--- config.mk ---
export PLATFORM = sky130hd
export DESIGN_NAME = lpc_speech_sample_synthesizer_flat
export DESIGN_NICKNAME = d
export VERILOG_FILES = /design/src/hw/rtl/lpcss_pkg.sv /design/src/hw/rtl/lpcss_stream_if.sv /design/src/hw/rtl/lpcss_ram.sv /design/src/hw/rtl/lpcss_datapath.sv /design/src/hw/rtl/lpcss_ctrl.sv /design/src/hw/rtl/lpc_speech_sample_synthesizer.sv /design/src/flat_wrapper.sv
export SDC_FILE = /design/constraint.sdc
export NUM_CORES = 2
export LEC_CHECK = 0
export BUFFER_PORTS_ARGS = -buffer_cell sky130_fd_sc_hd__clkbuf_2
export CAP_MARGIN = 20
export CELL_PAD_IN_SITES_DETAIL_PLACEMENT = 0
export CELL_PAD_IN_SITES_GLOBAL_PLACEMENT = 1
export CORE_MARGIN = 2
export CORE_UTILIZATION = 50
export CTS_CLUSTER_SIZE = 8
export DETAILED_ROUTE_END_ITERATION = 12
export PLACE_DENSITY = 0.86
export SYNTH_ARGS = -nofsm -noshare
export SYNTH_HDL_FRONTEND = slang
export SYNTH_SLANG_ARGS = --single-unit
export TNS_END_PERCENT = 20
--- constraint.sdc ---
create_clock -name clk -period 45.6 [get_ports clk]
set_clock_uncertainty 0.15 [all_clocks]
set_input_delay 6.84 -clock clk [delete_from_list [all_inputs] [get_ports clk]]
set_output_delay 6.84 -clock clk [all_outputs]
set_load 0.01 [all_outputs]
--- src/hw/rtl/lpcss_pkg.sv ---
// ----------------------------------------------------------------------------
// LPC speech synthesiser package
// Shared constants, command codes, channel payload types and helper functions.
// ----------------------------------------------------------------------------
package lpcss_pkg;

	// Fixed synthesis constants
	localparam int FILTER_ORDER   = 10;
	localparam int SUBFRAME_COUNT = 8;
	localparam int CHIRP_LEN      = 15;
	localparam int OUTPUT_SHIFT   = 7;
	localparam int COEF_LIM       = 32760;
	localparam int PERIOD_MIN     = 2 * 256;

	// Command index wide enough for the largest frame layout (order 16)
	localparam int IDX_W       = 6;
	localparam int CFG_IDX_W   = 2;
	localparam int CFG_DATA_W  = 15;

	localparam logic [14:0] HIGHPASS_RESET  = 15'd32700;
	localparam logic [31:0] NOISE_SEED_INIT = 32'h51F15E3D;

	// Input operations
	localparam logic [1:0] OP_TICK   = 2'd0;
	localparam logic [1:0] OP_WRITE  = 2'd1;
	localparam logic [1:0] OP_COMMIT = 2'd2;

	// Configuration register indexes
	localparam logic [CFG_IDX_W-1:0] REG_DEEMPH   = 2'd0;
	localparam logic [CFG_IDX_W-1:0] REG_TILT     = 2'd1;
	localparam logic [CFG_IDX_W-1:0] REG_HIGHPASS = 2'd2;

	// Excitation modes
	localparam logic [1:0] MODE_NOISE = 2'd0;
	localparam logic [1:0] MODE_MIXED = 2'd1;
	localparam logic [1:0] MODE_PULSE = 2'd2;
	localparam logic [1:0] MODE_BOOST = 2'd3;

	// Datapath command codes
	localparam logic [4:0] DP_NOP     = 5'd0;
	localparam logic [4:0] DP_QUEUE   = 5'd1;
	localparam logic [4:0] DP_CLEAR   = 5'd2;
	localparam logic [4:0] DP_LOAD    = 5'd3;
	localparam logic [4:0] DP_START   = 5'd4;
	localparam logic [4:0] DP_ADVANCE = 5'd5;
	localparam logic [4:0] DP_NOISE   = 5'd6;
	localparam logic [4:0] DP_HNOISE  = 5'd7;
	localparam logic [4:0] DP_PULSE   = 5'd8;
	localparam logic [4:0] DP_SRC     = 5'd9;
	localparam logic [4:0] DP_GAIN    = 5'd10;
	localparam logic [4:0] DP_TAP     = 5'd11;
	localparam logic [4:0] DP_SYNTH   = 5'd12;
	localparam logic [4:0] DP_DEEMPH  = 5'd13;
	localparam logic [4:0] DP_TILT    = 5'd14;
	localparam logic [4:0] DP_HP      = 5'd15;
	localparam logic [4:0] DP_EMIT    = 5'd16;

	typedef struct packed {
		logic [1:0]         op;
		logic [4:0]         param_index;
		logic signed [15:0] param_value;
	} lpcss_req_t;

	typedef struct packed {
		logic [7:0] pwm_level;
		logic       underrun;
		logic       finished;
		logic       fill_request;
	} lpcss_rsp_t;

	typedef struct packed {
		logic [4:0]       code;
		logic [IDX_W-1:0] idx;
	} lpcss_cmd_t;

	typedef struct packed {
		logic playing;
		logic frame_end;
		logic last_frame;
		logic queued_ready;
		logic sub_adv;
	} lpcss_stat_t;

	// Chirp pulse shape
	function automatic logic signed [15:0] chirp_val(input logic [3:0] pos);
		logic signed [15:0] r;
		unique case (pos)
			4'd4, 4'd5, 4'd6, 4'd8, 4'd9, 4'd12, 4'd14: r = -16'sd9044;
			default:                                    r = 16'sd7913;
		endcase
		return r;
	endfunction

	// Boost gain per subframe: 256 + ((7 - s) * 205) / 7
	function automatic logic [8:0] boost_gain(input logic [2:0] sub);
		logic [8:0] r;
		unique case (sub)
			3'd0:    r = 9'd461;
			3'd1:    r = 9'd431;
			3'd2:    r = 9'd402;
			3'd3:    r = 9'd373;
			3'd4:    r = 9'd343;
			3'd5:    r = 9'd314;
			3'd6:    r = 9'd285;
			default: r = 9'd256;
		endcase
		return r;
	endfunction

	// Clamp a wide signed value into a 16-bit range
	function automatic logic signed [15:0] sat16(input logic signed [35:0] v,
			input logic signed [35:0] lo, input logic signed [35:0] hi);
		logic signed [35:0] r;
		if (v < lo) r = lo;
		else if (v > hi) r = hi;
		else r = v;
		return r[15:0];
	endfunction

endpackage

--- src/hw/rtl/lpcss_stream_if.sv ---
// ----------------------------------------------------------------------------
// LPC speech synthesiser stream channel
// Valid/ready channel carrying one payload item per handshake.
// ----------------------------------------------------------------------------
interface lpcss_stream_if #(parameter type T = logic);
	logic valid;
	logic ready;
	T     data;

	modport source(output valid, output data, input ready);
	modport sink(input valid, input data, output ready);
endinterface

--- src/hw/rtl/lpcss_ram.sv ---
// ----------------------------------------------------------------------------
// LPC speech synthesiser generic RAM
// One write port, one read port with registered read data.
// ----------------------------------------------------------------------------
module lpcss_ram #(
	parameter int WIDTH = 16,
	parameter int DEPTH = 28,
	localparam int AW = (DEPTH > 1) ? $clog2(DEPTH) : 1
) (
	input  logic             clk,
	input  logic             we,
	input  logic [AW-1:0]    waddr,
	input  logic [WIDTH-1:0] wdata,
	input  logic             re,
	input  logic [AW-1:0]    raddr,
	output logic [WIDTH-1:0] rdata
);

	logic [WIDTH-1:0] mem [DEPTH];

	// Write, then register the read word
	always_ff @(posedge clk) begin
		if (we) mem[waddr] <= wdata;
		if (re) rdata <= mem[raddr];
	end

endmodule

--- src/hw/rtl/lpcss_datapath.sv ---
// ----------------------------------------------------------------------------
// LPC speech synthesiser datapath
// Frame state, excitation, lattice-free all-pole filter and post-filters, driven one
// command per cycle; noise-shaping, pulse, gain, tap and post-filter products share one 17x17 multiplier.
// ----------------------------------------------------------------------------
module lpcss_datapath #(
	parameter int FILTER_ORDER = lpcss_pkg::FILTER_ORDER
) (
	input  logic                    clk,
	input  logic                    arst_n,
	input  lpcss_pkg::lpcss_cmd_t   cmd,
	output lpcss_pkg::lpcss_stat_t  stat,
	input  logic [15:0]             qword,
	input  logic [14:0]             deemph_coef,
	input  logic [14:0]             tilt_beta,
	input  logic [14:0]             hp_pole,
	output lpcss_pkg::lpcss_rsp_t   result
);

	localparam int KW    = (FILTER_ORDER > 1) ? $clog2(FILTER_ORDER) : 1;
	localparam int IW    = lpcss_pkg::IDX_W;
	localparam logic [IW-1:0] QI_GAIN    = IW'(2 * FILTER_ORDER);
	localparam logic [IW-1:0] QI_GSTEP   = IW'(2 * FILTER_ORDER + 1);
	localparam logic [IW-1:0] QI_PERIOD  = IW'(2 * FILTER_ORDER + 2);
	localparam logic [IW-1:0] QI_PSTEP   = IW'(2 * FILTER_ORDER + 3);
	localparam logic [IW-1:0] QI_PULSE   = IW'(2 * FILTER_ORDER + 4);
	localparam logic [IW-1:0] QI_USTEP   = IW'(2 * FILTER_ORDER + 5);
	localparam logic [IW-1:0] QI_SAMPLES = IW'(2 * FILTER_ORDER + 6);
	localparam logic [IW-1:0] QI_FLAGS   = IW'(2 * FILTER_ORDER + 7);

	// Frame state
	logic signed [15:0] coef_q [FILTER_ORDER];
	logic signed [15:0] step_q [FILTER_ORDER];
	logic signed [15:0] hist_q [FILTER_ORDER];
	logic [14:0]        gain_q, period_q, pulse_scale_q;
	logic signed [15:0] gstep_q, pstep_q, ustep_q;
	logic [15:0]        count_q;
	logic [4:0]         flags_q;
	logic               queued_ready_q, playing_q;
	logic [16:0]        sample_idx_q;
	logic [2:0]         sub_q;

	// Synthesis state
	logic signed [15:0] deemph_mem_q, tilt_mem_q, hp_in_q, hp_out_q, noise_mem_q;
	logic signed [16:0] pitch_q;
	logic [3:0]         chirp_pos_q;
	logic [31:0]        seed_q;
	logic [1:0]         last_mode_q, mode_q;

	// Per-sample working registers
	logic signed [12:0] noise_q;
	logic signed [13:0] hnoise_q, pulse_q;
	logic signed [15:0] src_q, y_q;
	logic signed [31:0] acc_q;
	lpcss_pkg::lpcss_rsp_t res_q, out_q;

	logic [KW-1:0]      tap_k;
	logic signed [16:0] mul_a, mul_b;
	logic signed [33:0] prod, prod_q15, prod_q11;
	logic [18:0]        bnd;
	logic               fill_now, finish_now, under_now;

	// Noise and pitch step
	logic [1:0]         mode_now;
	logic               mode_rst;
	logic signed [17:0] pc0;
	logic [3:0]         cp0;
	logic [31:0]        s1, s2, s3;
	logic signed [12:0] noise_now;
	logic signed [23:0] src_w;
	logic signed [15:0] h_now, hs_sat;
	logic signed [15:0] hs;

	assign tap_k = cmd.idx[KW-1:0];

	// Status towards the controller
	assign bnd = 19'(4'({1'b0, sub_q} + 4'd1)) * 19'(count_q);
	assign stat.playing      = playing_q;
	assign stat.frame_end    = sample_idx_q >= {1'b0, count_q};
	assign stat.last_frame   = flags_q[0];
	assign stat.queued_ready = queued_ready_q;
	assign stat.sub_adv      = (sub_q != 3'd7) && (sample_idx_q >= {1'b0, bnd[18:3]});

	assign finish_now = playing_q && stat.frame_end && flags_q[0];
	assign under_now  = playing_q && stat.frame_end && !flags_q[0] && !queued_ready_q;
	assign fill_now   = playing_q && stat.frame_end && !flags_q[0] && queued_ready_q;

	// Shared multiplier operand selection
	always_comb begin
		mul_a = '0;
		mul_b = '0;
		case (cmd.code)
			lpcss_pkg::DP_HNOISE: begin
				mul_a = 17'sd26870;
				mul_b = 17'(noise_mem_q);
			end
			lpcss_pkg::DP_PULSE: begin
				mul_a = 17'(lpcss_pkg::chirp_val(chirp_pos_q));
				mul_b = $signed({2'b00, pulse_scale_q});
			end
			lpcss_pkg::DP_GAIN: begin
				mul_a = 17'(src_q);
				mul_b = $signed({2'b00, gain_q});
			end
			lpcss_pkg::DP_TAP: begin
				mul_a = 17'(coef_q[tap_k]);
				mul_b = 17'(hist_q[tap_k]);
			end
			lpcss_pkg::DP_DEEMPH: begin
				mul_a = $signed({2'b00, deemph_coef});
				mul_b = 17'(deemph_mem_q);
			end
			lpcss_pkg::DP_TILT: begin
				mul_a = $signed({2'b00, tilt_beta});
				mul_b = 17'(tilt_mem_q);
			end
			lpcss_pkg::DP_HP: begin
				mul_a = $signed({2'b00, hp_pole});
				mul_b = 17'(hp_out_q);
			end
			default: ;
		endcase
	end

	assign prod     = mul_a * mul_b;
	assign prod_q15 = prod >>> 15;
	assign prod_q11 = prod >>> 11;

	// Excitation mode, pitch and noise for this sample
	always_comb begin
		mode_now = (sub_q < 3'd4) ? flags_q[2:1] : flags_q[4:3];
		mode_rst = ((last_mode_q == lpcss_pkg::MODE_NOISE) ||
			(last_mode_q == lpcss_pkg::MODE_BOOST)) &&
			((mode_now == lpcss_pkg::MODE_MIXED) || (mode_now == lpcss_pkg::MODE_PULSE));
		pc0 = mode_rst ? 18'sd0 : 18'(pitch_q);
		cp0 = mode_rst ? 4'(lpcss_pkg::CHIRP_LEN) : chirp_pos_q;
		if (pc0 <= 18'sd0) begin
			pc0 = pc0 + $signed({3'b000, period_q});
			cp0 = 4'd0;
		end
		s1 = seed_q ^ (seed_q << 13);
		s2 = s1 ^ (s1 >> 17);
		s3 = s2 ^ (s2 << 5);
		noise_now = 13'($signed(s3[31:24])) * 13'sd28;
	end

	// Source mix by mode
	always_comb begin
		case (mode_q)
			lpcss_pkg::MODE_PULSE:
				src_w = (24'sd241 * 24'(pulse_q) + 24'sd31 * 24'(noise_q)) >>> 8;
			lpcss_pkg::MODE_MIXED:
				src_w = (24'sd148 * 24'(pulse_q) + 24'sd159 * 24'(hnoise_q)) >>> 8;
			lpcss_pkg::MODE_BOOST:
				src_w = (24'(hnoise_q) * $signed({15'd0, lpcss_pkg::boost_gain(sub_q)})) >>> 8;
			default:
				src_w = 24'(noise_q);
		endcase
	end

	// Highpass output and PWM level
	always_comb begin
		h_now = lpcss_pkg::sat16(36'(y_q) - 36'(hp_in_q) + 36'(prod_q15), -36'sd16384,
			36'sd16384);
		hs = h_now >>> lpcss_pkg::OUTPUT_SHIFT;
		if (hs > 16'sd127) hs_sat = 16'sd127;
		else if (hs < -16'sd127) hs_sat = -16'sd127;
		else hs_sat = hs;
	end

	// Execute one command
	always_ff @(posedge clk or negedge arst_n) begin
		if (!arst_n) begin
			for (int i = 0; i < FILTER_ORDER; i++) begin
				coef_q[i] <= '0;
				step_q[i] <= '0;
				hist_q[i] <= '0;
			end
			gain_q         <= '0;
			period_q       <= '0;
			pulse_scale_q  <= '0;
			gstep_q        <= '0;
			pstep_q        <= '0;
			ustep_q        <= '0;
			count_q        <= '0;
			flags_q        <= '0;
			queued_ready_q <= 1'b0;
			playing_q      <= 1'b0;
			sample_idx_q   <= '0;
			sub_q          <= '0;
			deemph_mem_q   <= '0;
			tilt_mem_q     <= '0;
			hp_in_q        <= '0;
			hp_out_q       <= '0;
			noise_mem_q    <= '0;
			pitch_q        <= '0;
			chirp_pos_q    <= 4'(lpcss_pkg::CHIRP_LEN);
			seed_q         <= lpcss_pkg::NOISE_SEED_INIT;
			last_mode_q    <= lpcss_pkg::MODE_NOISE;
			mode_q         <= lpcss_pkg::MODE_NOISE;
			noise_q        <= '0;
			hnoise_q       <= '0;
			pulse_q        <= '0;
			src_q          <= '0;
			y_q            <= '0;
			acc_q          <= '0;
			res_q          <= '0;
			out_q          <= '0;
		end else begin
			case (cmd.code)
				lpcss_pkg::DP_QUEUE: queued_ready_q <= 1'b1;
				lpcss_pkg::DP_CLEAR: begin
					for (int i = 0; i < FILTER_ORDER; i++) hist_q[i] <= '0;
					deemph_mem_q <= '0;
					tilt_mem_q   <= '0;
					hp_in_q      <= '0;
					hp_out_q     <= '0;
					noise_mem_q  <= '0;
					pitch_q      <= '0;
					chirp_pos_q  <= 4'(lpcss_pkg::CHIRP_LEN);
					seed_q       <= lpcss_pkg::NOISE_SEED_INIT;
					last_mode_q  <= lpcss_pkg::MODE_NOISE;
					playing_q    <= 1'b1;
				end
				lpcss_pkg::DP_LOAD: begin
					sample_idx_q   <= '0;
					sub_q          <= '0;
					queued_ready_q <= 1'b0;
					for (int i = 0; i < FILTER_ORDER; i++) begin
						if (cmd.idx == IW'(i))
							coef_q[i] <= lpcss_pkg::sat16(36'($signed(qword)),
								-36'(lpcss_pkg::COEF_LIM), 36'(lpcss_pkg::COEF_LIM));
						if (cmd.idx == IW'(FILTER_ORDER + i))
							step_q[i] <= $signed(qword);
					end
					case (cmd.idx)
						QI_GAIN:    gain_q <= qword[15] ? 15'h7FFF : qword[14:0];
						QI_GSTEP:   gstep_q <= $signed(qword);
						QI_PERIOD:  period_q <= qword[15] ? 15'h7FFF :
							((qword < 16'(lpcss_pkg::PERIOD_MIN)) ?
							15'(lpcss_pkg::PERIOD_MIN) : qword[14:0]);
						QI_PSTEP:   pstep_q <= $signed(qword);
						QI_PULSE:   pulse_scale_q <= qword[15] ? 15'h7FFF : qword[14:0];
						QI_USTEP:   ustep_q <= $signed(qword);
						QI_SAMPLES: count_q <= qword;
						QI_FLAGS:   flags_q <= qword[4:0];
						default: ;
					endcase
				end
				lpcss_pkg::DP_START: begin
					res_q.pwm_level    <= 8'd128;
					res_q.underrun     <= under_now;
					res_q.finished     <= finish_now;
					res_q.fill_request <= fill_now;
					if (finish_now) playing_q <= 1'b0;
				end
				lpcss_pkg::DP_ADVANCE: begin
					sub_q <= sub_q + 3'd1;
					for (int i = 0; i < FILTER_ORDER; i++)
						coef_q[i] <= lpcss_pkg::sat16(36'(coef_q[i]) + 36'(step_q[i]),
							-36'(lpcss_pkg::COEF_LIM), 36'(lpcss_pkg::COEF_LIM));
					gain_q <= 15'(lpcss_pkg::sat16($signed({21'd0, gain_q}) + 36'(gstep_q),
						36'sd0, 36'sd32767));
					period_q <= 15'(lpcss_pkg::sat16($signed({21'd0, period_q}) + 36'(pstep_q),
						36'(lpcss_pkg::PERIOD_MIN), 36'sd32767));
					pulse_scale_q <= 15'(lpcss_pkg::sat16($signed({21'd0, pulse_scale_q}) +
						36'(ustep_q), 36'sd0, 36'sd32767));
				end
				lpcss_pkg::DP_NOISE: begin
					mode_q      <= mode_now;
					last_mode_q <= mode_now;
					pitch_q     <= 17'(pc0 - 18'sd256);
					chirp_pos_q <= cp0;
					seed_q      <= s3;
					noise_q     <= noise_now;
				end
				lpcss_pkg::DP_HNOISE: begin
					hnoise_q <= 14'(lpcss_pkg::sat16(36'(noise_q) - 36'(prod_q15),
						-36'sd8192, 36'sd8191));
					noise_mem_q <= 16'(noise_q);
				end
				lpcss_pkg::DP_PULSE: begin
					if (chirp_pos_q < 4'(lpcss_pkg::CHIRP_LEN)) begin
						pulse_q <= 14'(lpcss_pkg::sat16(36'(prod_q15), -36'sd8192, 36'sd8191));
						chirp_pos_q <= chirp_pos_q + 4'd1;
					end else begin
						pulse_q <= '0;
					end
				end
				lpcss_pkg::DP_SRC:  src_q <= src_w[15:0];
				lpcss_pkg::DP_GAIN: acc_q <= 32'(prod_q15);
				lpcss_pkg::DP_TAP:  acc_q <= acc_q - 32'(prod_q11);
				lpcss_pkg::DP_SYNTH: begin
					for (int i = 1; i < FILTER_ORDER; i++) hist_q[i] <= hist_q[i-1];
					hist_q[0] <= lpcss_pkg::sat16(36'(acc_q), -36'sd16384, 36'sd16384);
					y_q       <= lpcss_pkg::sat16(36'(acc_q), -36'sd16384, 36'sd16384);
				end
				lpcss_pkg::DP_DEEMPH: begin
					deemph_mem_q <= lpcss_pkg::sat16(36'(y_q) + 36'(prod_q15),
						-36'sd16384, 36'sd16384);
					y_q <= lpcss_pkg::sat16(36'(y_q) + 36'(prod_q15), -36'sd16384, 36'sd16384);
				end
				lpcss_pkg::DP_TILT: begin
					tilt_mem_q <= y_q;
					y_q <= lpcss_pkg::sat16(36'(y_q) - 36'(prod_q15), -36'sd16384, 36'sd16384);
				end
				lpcss_pkg::DP_HP: begin
					hp_in_q         <= y_q;
					hp_out_q        <= h_now;
					sample_idx_q    <= sample_idx_q + 17'd1;
					res_q.pwm_level <= 8'd128 + 8'(hs_sat);
				end
				lpcss_pkg::DP_EMIT: out_q <= res_q;
				default: ;
			endcase
		end
	end

	assign result = out_q;

endmodule

--- src/hw/rtl/lpcss_ctrl.sv ---
// ----------------------------------------------------------------------------
// LPC speech synthesiser controller
// Sequences frame activation, subframe advance and the per-sample filter
// steps, and owns the input and output handshakes.
// ----------------------------------------------------------------------------
module lpcss_ctrl #(
	parameter int FILTER_ORDER = lpcss_pkg::FILTER_ORDER,
	localparam int QWORDS = 2 * FILTER_ORDER + 8,
	localparam int AW = $clog2(QWORDS)
) (
	input  logic                   clk,
	input  logic                   arst_n,
	input  logic                   in_valid,
	output logic                   in_ready,
	input  logic [1:0]             in_op,
	output logic                   out_valid,
	input  logic                   out_ready,
	output lpcss_pkg::lpcss_cmd_t  cmd,
	input  lpcss_pkg::lpcss_stat_t stat,
	output logic                   ram_re,
	output logic [AW-1:0]          ram_raddr
);

	localparam int CW = $clog2(QWORDS + 1);
	localparam int KW = (FILTER_ORDER > 1) ? $clog2(FILTER_ORDER) : 1;
	localparam int IW = lpcss_pkg::IDX_W;

	localparam logic [3:0] S_IDLE   = 4'd0;
	localparam logic [3:0] S_COMMIT = 4'd1;
	localparam logic [3:0] S_TICK   = 4'd2;
	localparam logic [3:0] S_ACT    = 4'd3;
	localparam logic [3:0] S_ADV    = 4'd4;
	localparam logic [3:0] S_NOISE  = 4'd5;
	localparam logic [3:0] S_HNOISE = 4'd6;
	localparam logic [3:0] S_PULSE  = 4'd7;
	localparam logic [3:0] S_SRC    = 4'd8;
	localparam logic [3:0] S_GAIN   = 4'd9;
	localparam logic [3:0] S_TAP    = 4'd10;
	localparam logic [3:0] S_SYNTH  = 4'd11;
	localparam logic [3:0] S_DEEMPH = 4'd12;
	localparam logic [3:0] S_TILT   = 4'd13;
	localparam logic [3:0] S_HP     = 4'd14;
	localparam logic [3:0] S_OUT    = 4'd15;

	logic [3:0]    state_q, state_d;
	logic [CW-1:0] act_cnt_q;
	logic [KW-1:0] tap_q;
	logic          from_tick_q;
	logic          out_valid_q;
	logic          accept, emit;

	assign in_ready  = (state_q == S_IDLE);
	assign accept    = in_valid && in_ready;
	assign out_valid = out_valid_q;
	assign emit      = (cmd.code == lpcss_pkg::DP_EMIT);
	assign ram_raddr = act_cnt_q[AW-1:0];

	// Next state and command
	always_comb begin
		state_d  = state_q;
		cmd.code = lpcss_pkg::DP_NOP;
		cmd.idx  = '0;
		ram_re   = 1'b0;
		unique case (state_q)
			S_IDLE: begin
				if (accept) begin
					unique case (in_op)
						lpcss_pkg::OP_TICK:   state_d = S_TICK;
						lpcss_pkg::OP_COMMIT: state_d = S_COMMIT;
						default: ;
					endcase
				end
			end
			S_COMMIT: begin
				if (stat.playing) begin
					cmd.code = lpcss_pkg::DP_QUEUE;
					state_d  = S_IDLE;
				end else begin
					cmd.code = lpcss_pkg::DP_CLEAR;
					state_d  = S_ACT;
				end
			end
			S_TICK: begin
				cmd.code = lpcss_pkg::DP_START;
				if (!stat.playing ||
						(stat.frame_end && (stat.last_frame || !stat.queued_ready)))
					state_d = S_OUT;
				else if (stat.frame_end)
					state_d = S_ACT;
				else
					state_d = S_ADV;
			end
			S_ACT: begin
				ram_re = (act_cnt_q < CW'(QWORDS));
				if (act_cnt_q != '0) begin
					cmd.code = lpcss_pkg::DP_LOAD;
					cmd.idx  = IW'(act_cnt_q - CW'(1));
				end
				if (act_cnt_q == CW'(QWORDS)) state_d = from_tick_q ? S_ADV : S_IDLE;
			end
			S_ADV: begin
				if (stat.sub_adv) cmd.code = lpcss_pkg::DP_ADVANCE;
				else state_d = S_NOISE;
			end
			S_NOISE: begin
				cmd.code = lpcss_pkg::DP_NOISE;
				state_d  = S_HNOISE;
			end
			S_HNOISE: begin
				cmd.code = lpcss_pkg::DP_HNOISE;
				state_d  = S_PULSE;
			end
			S_PULSE: begin
				cmd.code = lpcss_pkg::DP_PULSE;
				state_d  = S_SRC;
			end
			S_SRC: begin
				cmd.code = lpcss_pkg::DP_SRC;
				state_d  = S_GAIN;
			end
			S_GAIN: begin
				cmd.code = lpcss_pkg::DP_GAIN;
				state_d  = S_TAP;
			end
			S_TAP: begin
				cmd.code = lpcss_pkg::DP_TAP;
				cmd.idx  = IW'(tap_q);
				if (tap_q == KW'(FILTER_ORDER - 1)) state_d = S_SYNTH;
			end
			S_SYNTH: begin
				cmd.code = lpcss_pkg::DP_SYNTH;
				state_d  = S_DEEMPH;
			end
			S_DEEMPH: begin
				cmd.code = lpcss_pkg::DP_DEEMPH;
				state_d  = S_TILT;
			end
			S_TILT: begin
				cmd.code = lpcss_pkg::DP_TILT;
				state_d  = S_HP;
			end
			S_HP: begin
				cmd.code = lpcss_pkg::DP_HP;
				state_d  = S_OUT;
			end
			S_OUT: begin
				if (!out_valid_q || out_ready) begin
					cmd.code = lpcss_pkg::DP_EMIT;
					state_d  = S_IDLE;
				end
			end
			default: state_d = S_IDLE;
		endcase
	end

	// Advance state, counters and output valid
	always_ff @(posedge clk or negedge arst_n) begin
		if (!arst_n) begin
			state_q     <= S_IDLE;
			act_cnt_q   <= '0;
			tap_q       <= '0;
			from_tick_q <= 1'b0;
			out_valid_q <= 1'b0;
		end else begin
			state_q <= state_d;
			if (state_q != S_ACT) begin
				act_cnt_q   <= '0;
				from_tick_q <= (state_q == S_TICK);
			end else begin
				act_cnt_q <= act_cnt_q + CW'(1);
			end
			if (state_q == S_TAP) tap_q <= tap_q + KW'(1);
			else tap_q <= '0;
			if (emit) out_valid_q <= 1'b1;
			else if (out_ready) out_valid_q <= 1'b0;
		end
	end

endmodule

--- src/hw/rtl/lpc_speech_sample_synthesizer.sv ---
// ----------------------------------------------------------------------------
// LPC speech sample synthesiser, top level
// Queued frame buffer, configuration registers, controller and datapath.
//
//   Channel  Dir  Handshake     Payload
//   req      in   valid/ready   op, param_index, param_value
//   rsp      out  valid/ready   pwm_level, underrun, finished, fill_request
//   cfg      in   cfg_we        cfg_index, cfg_data (no read-back)
//
// A tick runs the per-sample filter steps, with one subframe advance per subframe
// boundary crossed, and when a queued frame is swapped in it first loads each
// queued word through the buffer read port. A starting commit clears the filter
// state and loads the queued frame the same way. Reset clears all control and
// filter state at once. A result waiting on rsp holds the next tick only at
// its final step.
// ----------------------------------------------------------------------------
module lpc_speech_sample_synthesizer #(
	parameter int FILTER_ORDER = lpcss_pkg::FILTER_ORDER
) (
	input  logic                                 clk,
	input  logic                                 arst_n,
	lpcss_stream_if.sink                         req,
	lpcss_stream_if.source                       rsp,
	input  logic                                 cfg_we,
	input  logic [lpcss_pkg::CFG_IDX_W-1:0]      cfg_index,
	input  logic [lpcss_pkg::CFG_DATA_W-1:0]     cfg_data
);

	localparam int QWORDS = 2 * FILTER_ORDER + 8;
	localparam int AW     = $clog2(QWORDS);

	logic [14:0] deemph_coef_q, tilt_beta_q, hp_pole_q;
	logic                   ram_we, ram_re;
	logic [AW-1:0]          ram_raddr;
	logic [15:0]            ram_rdata;
	lpcss_pkg::lpcss_cmd_t  cmd;
	lpcss_pkg::lpcss_stat_t stat;
	lpcss_pkg::lpcss_rsp_t  result;

	// Configuration registers
	always_ff @(posedge clk or negedge arst_n) begin
		if (!arst_n) begin
			deemph_coef_q <= '0;
			tilt_beta_q   <= '0;
			hp_pole_q     <= lpcss_pkg::HIGHPASS_RESET;
		end else if (cfg_we) begin
			unique case (cfg_index)
				lpcss_pkg::REG_DEEMPH:   deemph_coef_q <= cfg_data;
				lpcss_pkg::REG_TILT:     tilt_beta_q   <= cfg_data;
				lpcss_pkg::REG_HIGHPASS: hp_pole_q     <= cfg_data;
				default: ;
			endcase
		end
	end

	// Store a frame word on a write item inside the layout
	assign ram_we = req.valid && req.ready && (req.data.op == lpcss_pkg::OP_WRITE) &&
		(6'(req.data.param_index) < 6'(QWORDS));

	lpcss_ram #(
		.WIDTH(16),
		.DEPTH(QWORDS)
	) u_queue (
		.clk   (clk),
		.we    (ram_we),
		.waddr (AW'(req.data.param_index)),
		.wdata (req.data.param_value),
		.re    (ram_re),
		.raddr (ram_raddr),
		.rdata (ram_rdata)
	);

	lpcss_ctrl #(
		.FILTER_ORDER(FILTER_ORDER)
	) u_ctrl (
		.clk       (clk),
		.arst_n    (arst_n),
		.in_valid  (req.valid),
		.in_ready  (req.ready),
		.in_op     (req.data.op),
		.out_valid (rsp.valid),
		.out_ready (rsp.ready),
		.cmd       (cmd),
		.stat      (stat),
		.ram_re    (ram_re),
		.ram_raddr (ram_raddr)
	);

	lpcss_datapath #(
		.FILTER_ORDER(FILTER_ORDER)
	) u_datapath (
		.clk         (clk),
		.arst_n      (arst_n),
		.cmd         (cmd),
		.stat        (stat),
		.qword       (ram_rdata),
		.deemph_coef (deemph_coef_q),
		.tilt_beta   (tilt_beta_q),
		.hp_pole     (hp_pole_q),
		.result      (result)
	);

	assign rsp.data = result;

endmodule

--- src/flat_wrapper.sv ---
// flat-port wrapper written by rule: the top's interface ports become plain ports
module lpc_speech_sample_synthesizer_flat 
#(
	parameter int FILTER_ORDER = lpcss_pkg::FILTER_ORDER
)
  (clk, arst_n, cfg_we, cfg_index, cfg_data, req_valid, req_data, req_ready, rsp_valid, rsp_data, rsp_ready);
  lpcss_stream_if #(.T(lpcss_pkg::lpcss_req_t)) req_i ();
  lpcss_stream_if #(.T(lpcss_pkg::lpcss_rsp_t)) rsp_i ();
  input  logic clk;
  input  logic arst_n;
  input  logic cfg_we;
  input  logic [lpcss_pkg::CFG_IDX_W-1:0] cfg_index;
  input  logic [lpcss_pkg::CFG_DATA_W-1:0] cfg_data;
  input wire logic [$bits(req_i.valid)-1:0] req_valid;
  input wire logic [$bits(req_i.data)-1:0] req_data;
  output wire logic [$bits(req_i.ready)-1:0] req_ready;
  output wire logic [$bits(rsp_i.valid)-1:0] rsp_valid;
  output wire logic [$bits(rsp_i.data)-1:0] rsp_data;
  input wire logic [$bits(rsp_i.ready)-1:0] rsp_ready;
  assign req_i.valid = req_valid;
  assign req_i.data = req_data;
  assign req_ready = req_i.ready;
  assign rsp_valid = rsp_i.valid;
  assign rsp_data = rsp_i.data;
  assign rsp_i.ready = rsp_ready;
  lpc_speech_sample_synthesizer #(.FILTER_ORDER(FILTER_ORDER)) u_core (.clk(clk), .arst_n(arst_n), .req(req_i), .rsp(rsp_i), .cfg_we(cfg_we), .cfg_index(cfg_index), .cfg_data(cfg_data));
endmodule
==> out/qor.yml <==
status:
  outcome: "finished clean"
detailed_routing:
  wl_per_cell_um: 24.9
  drt_iter0_markers: 8347
  firstDrtPassIters: 6
  drt_wl_total_um: 327000
  vias_per_cell: 6.14
  postRouteAntennaNets: 0
  drcViolationCount: 0
  num_vias: 80400
finish:
  drive_above_1_share: 0.102
  area_delta_synth_final_pct: 9.26
  fillCellCount: 17500
  nNetsFinal: 11700
  final_util: 0.549
  final_area_um2: 112000
  layout.cells.non_filler: 13100
worst_setup_path:
  critPathCaptureType: "flop"
  critPathBufInv: 9
  slowest_delay_ns: 0.77
  worst-setup-path-type: "flop to flop"
  crit_required_ns: 46.19
  cpMaxStageDelayCell: "o22ai_1"
  path_max_fanout: 41
  critPathLaunchType: "flop"
  path_delay_family: "compound AO/OA/AOI/OAI gates"
  cp.arrival_ns: 20.44
yosys:
  async_reset_ff_frac: 0.668
  synth_ff_type: "dfrtp_1"
  synth_cells: 10300
  synth_top_area_frac: 0.219
  syn_area_per_cell_um2: 9.96
  synth_common_cells: "nand2_1 (1215), inv_1 (1140), dfrtp_1 (899)"
  yosys-top-cells-area: "dfrtp_1 (22%), edfxtp_1 (14%), fa_1 (12%), ha_1 (9.0%), nand2_1 (4.4%)"
  ys_ff_latch: 1397
  yosys_warnings: 0
  synth.distinct_cells: 108
  synth_area_um2: 103000
  syn-num-nets: 11700
  yosysMostFrequentCell: "nand2_1"
  ys_seq_area_frac: 0.363
  synth-edff-count: 464
  synth_largest_area_cell: "dfrtp_1"
clocking:
  clk_path_buf_depth: 3
  cts_setup_buffers: 0
  cts_tree: "built"
  cts_buffers: 194
  root_buffer: "clkbuf_16"
  hold_buffers: 0
  clk_pin_slew_ns: 0.05
  h-tree-depth: 4
  clkLatencyLatePin_ns: 0.88
  clock-sinks: 1397
  cts.repair.resized: 0
grt:
  grt_pass1_vias: 80400
  gr-total-overflow: 0
  grt_pass1_wl_um: 497000
  antenna_found_initial: 14
  grt_use_total: 0.311
  grt_max_degree: 160
timing:
  setup_violations: 0
  min_period_over_period: 0.435
  tns_ns: 0
  slew_headroom: 0.172
  fmax_mhz: 50.4
  grt_setup_unrepaired: "no"
  min_period_ns: 19.85
  worstMarginPinSlew_ns: 1.24
  final_max_slew_viol_count: 0
  hold_viol: 0
floorplanning:
  die-height_um: 457
  start_util: 0.503
  num_rows: 166
  die_w_um: 457
  io_pins: 58
  core_um2: 204000
  dieArea_um2: 209000
placement:
  portBuffers: 57
  placed_cell_area_um2: 106000
  post-place-cells: 12800
  place_hpwl_um: 231000
  place.gp.congestion: 0.944
hold_path:
  hold_path_class: "flop to flop"
job:
  cap_viol_max_count: 0
## metrics by stage
step / setup WS, ns / hold slack [ns]
floorplan: 28.60 / 0.289
global placement: 26.36 / 0.299
detailed placement: 26.15 / 0.307
CTS: 25.96 / 0.269
global route: 24.31 / 0.302
finish: 25.75 / 0.260
## registers in the layout, indices dropped and copies added (netlist names), 16 cells and up
name                            count
u_core.u_datapath.deemph_mem_q     16
u_core.u_datapath.pstep_q          16
u_core.u_datapath.src_q            16
u_core.u_datapath.pitch_q          17
u_core.u_datapath.coef_q          160
u_core.u_datapath.gstep_q          16
u_core.u_datapath.hp_in_q          16
u_core.u_datapath.y_q              16
u_core.u_datapath.sample_idx_q     17
u_core.u_datapath.ustep_q          16
u_core.u_queue.rdata               16
u_core.u_datapath.step_q          160
u_core.u_datapath.seed_q           32
u_core.u_datapath.count_q          16
u_core.u_datapath.hp_out_q         16
u_core.u_datapath.hist_q          160
u_core.u_queue.mem                448
u_core.u_datapath.acc_q            32
u_core.u_datapath.tilt_mem_q       16
## layout make-up
| type | count | area [um^2] | area share |
|---|---|---|---|
| sequential | 1397 | 37300 | 0.333 |
| tap | 2688 | 3360 | 0.0300 |
| multi-input combinational | 7295 | 59600 | 0.531 |
| clock inverter | 16 | 445 | 0.00397 |
| clock buffer | 280 | 5220 | 0.0465 |
| inverter | 1147 | 4310 | 0.0384 |
| timing repair buffer | 259 | 1960 | 0.0175 |
| antenna | 9 | 22.5 | 0.000201 |
## layer usage
metal	wire [um]	GRT usage
met1	133000	0.418
met2	150000	0.491
met3	28400	0.0624
met4	15700	0.133
met5	36	0
## logic make-up (layout without fill, tap and decap cells)
family                   after synthesis  after routing  share of synthesized area
buffers and inverters               1615           1702                     0.0595
XOR/XNOR                             441            441                     0.0381
multiplexers                         483            483                     0.0672
AND/OR/NAND/NOR                     3138           3138                      0.139
AO/OA/AOI/OAI                       1874           1874                      0.122
other                                  0              9                          0
flip-flops                          1397           1397                      0.363
adder cells (fa/ha/maj)             1359           1359                      0.211
## final timing paths
| check | from | endpoint | slack (ns) | cells past startpoint |
|---|---|---|---|---|
| min in group asynchronous | arst_n | u_core.u_datapath.hist_q[40]$_DFFE_PN0P_ | 5.89 | 1 |
| worst max-delay path | u_core.u_datapath.sub_q[0]$_DFFE_PN0P_ | u_core.u_datapath.y_q[0]$_DFFE_PN0P_ | 25.75 | 70 |
| worst min-delay path | u_core.u_datapath.hist_q[59]$_DFFE_PN0P_ | u_core.u_datapath.hist_q[43]$_DFFE_PN0P_ | 0.26 | 2 |
| worst min register to register | u_core.u_datapath.hist_q[59]$_DFFE_PN0P_ | u_core.u_datapath.hist_q[43]$_DFFE_PN0P_ | 0.26 | 2 |
| max in group asynchronous | arst_n | u_core.u_datapath.seed_q[12]$_DFFE_PN1P_ | 36.49 | 5 |
| worst max register to register | u_core.u_datapath.sub_q[0]$_DFFE_PN0P_ | u_core.u_datapath.y_q[0]$_DFFE_PN0P_ | 25.75 | 70 |
## placed cells by master (no fill, tap or decap), types with 59 or more instances in the layout
master	n
mux4_2	137
a221oi_1	114
buf_4	188
xor2_1	94
nand3_1	365
mux2i_1	64
nand2_1	1214
o21bai_1	152
nand2b_1	83
and2_1	112
a31oi_1	87
a21oi_1	428
ha_1	739
dfrtp_1	896
o21ai_0	389
mux2_2	282
clkbuf_16	195
o22ai_1	59
inv_1	1140
clkbuf_1	83
a21o_1	97
xnor2_1	343
and3_1	122
nor2_1	745
nor3_1	168
edfxtp_1	464
fa_1	620
## tightest hold or removal path: stages, from the launching register on
cell and delay [ns]:
dfrtp_1 0.36, nand2_1 0.05, nand2_1 0.05
Power is not shown: default switching activity piles up to over one toggle a cycle in this logic, so the estimate is an artifact.
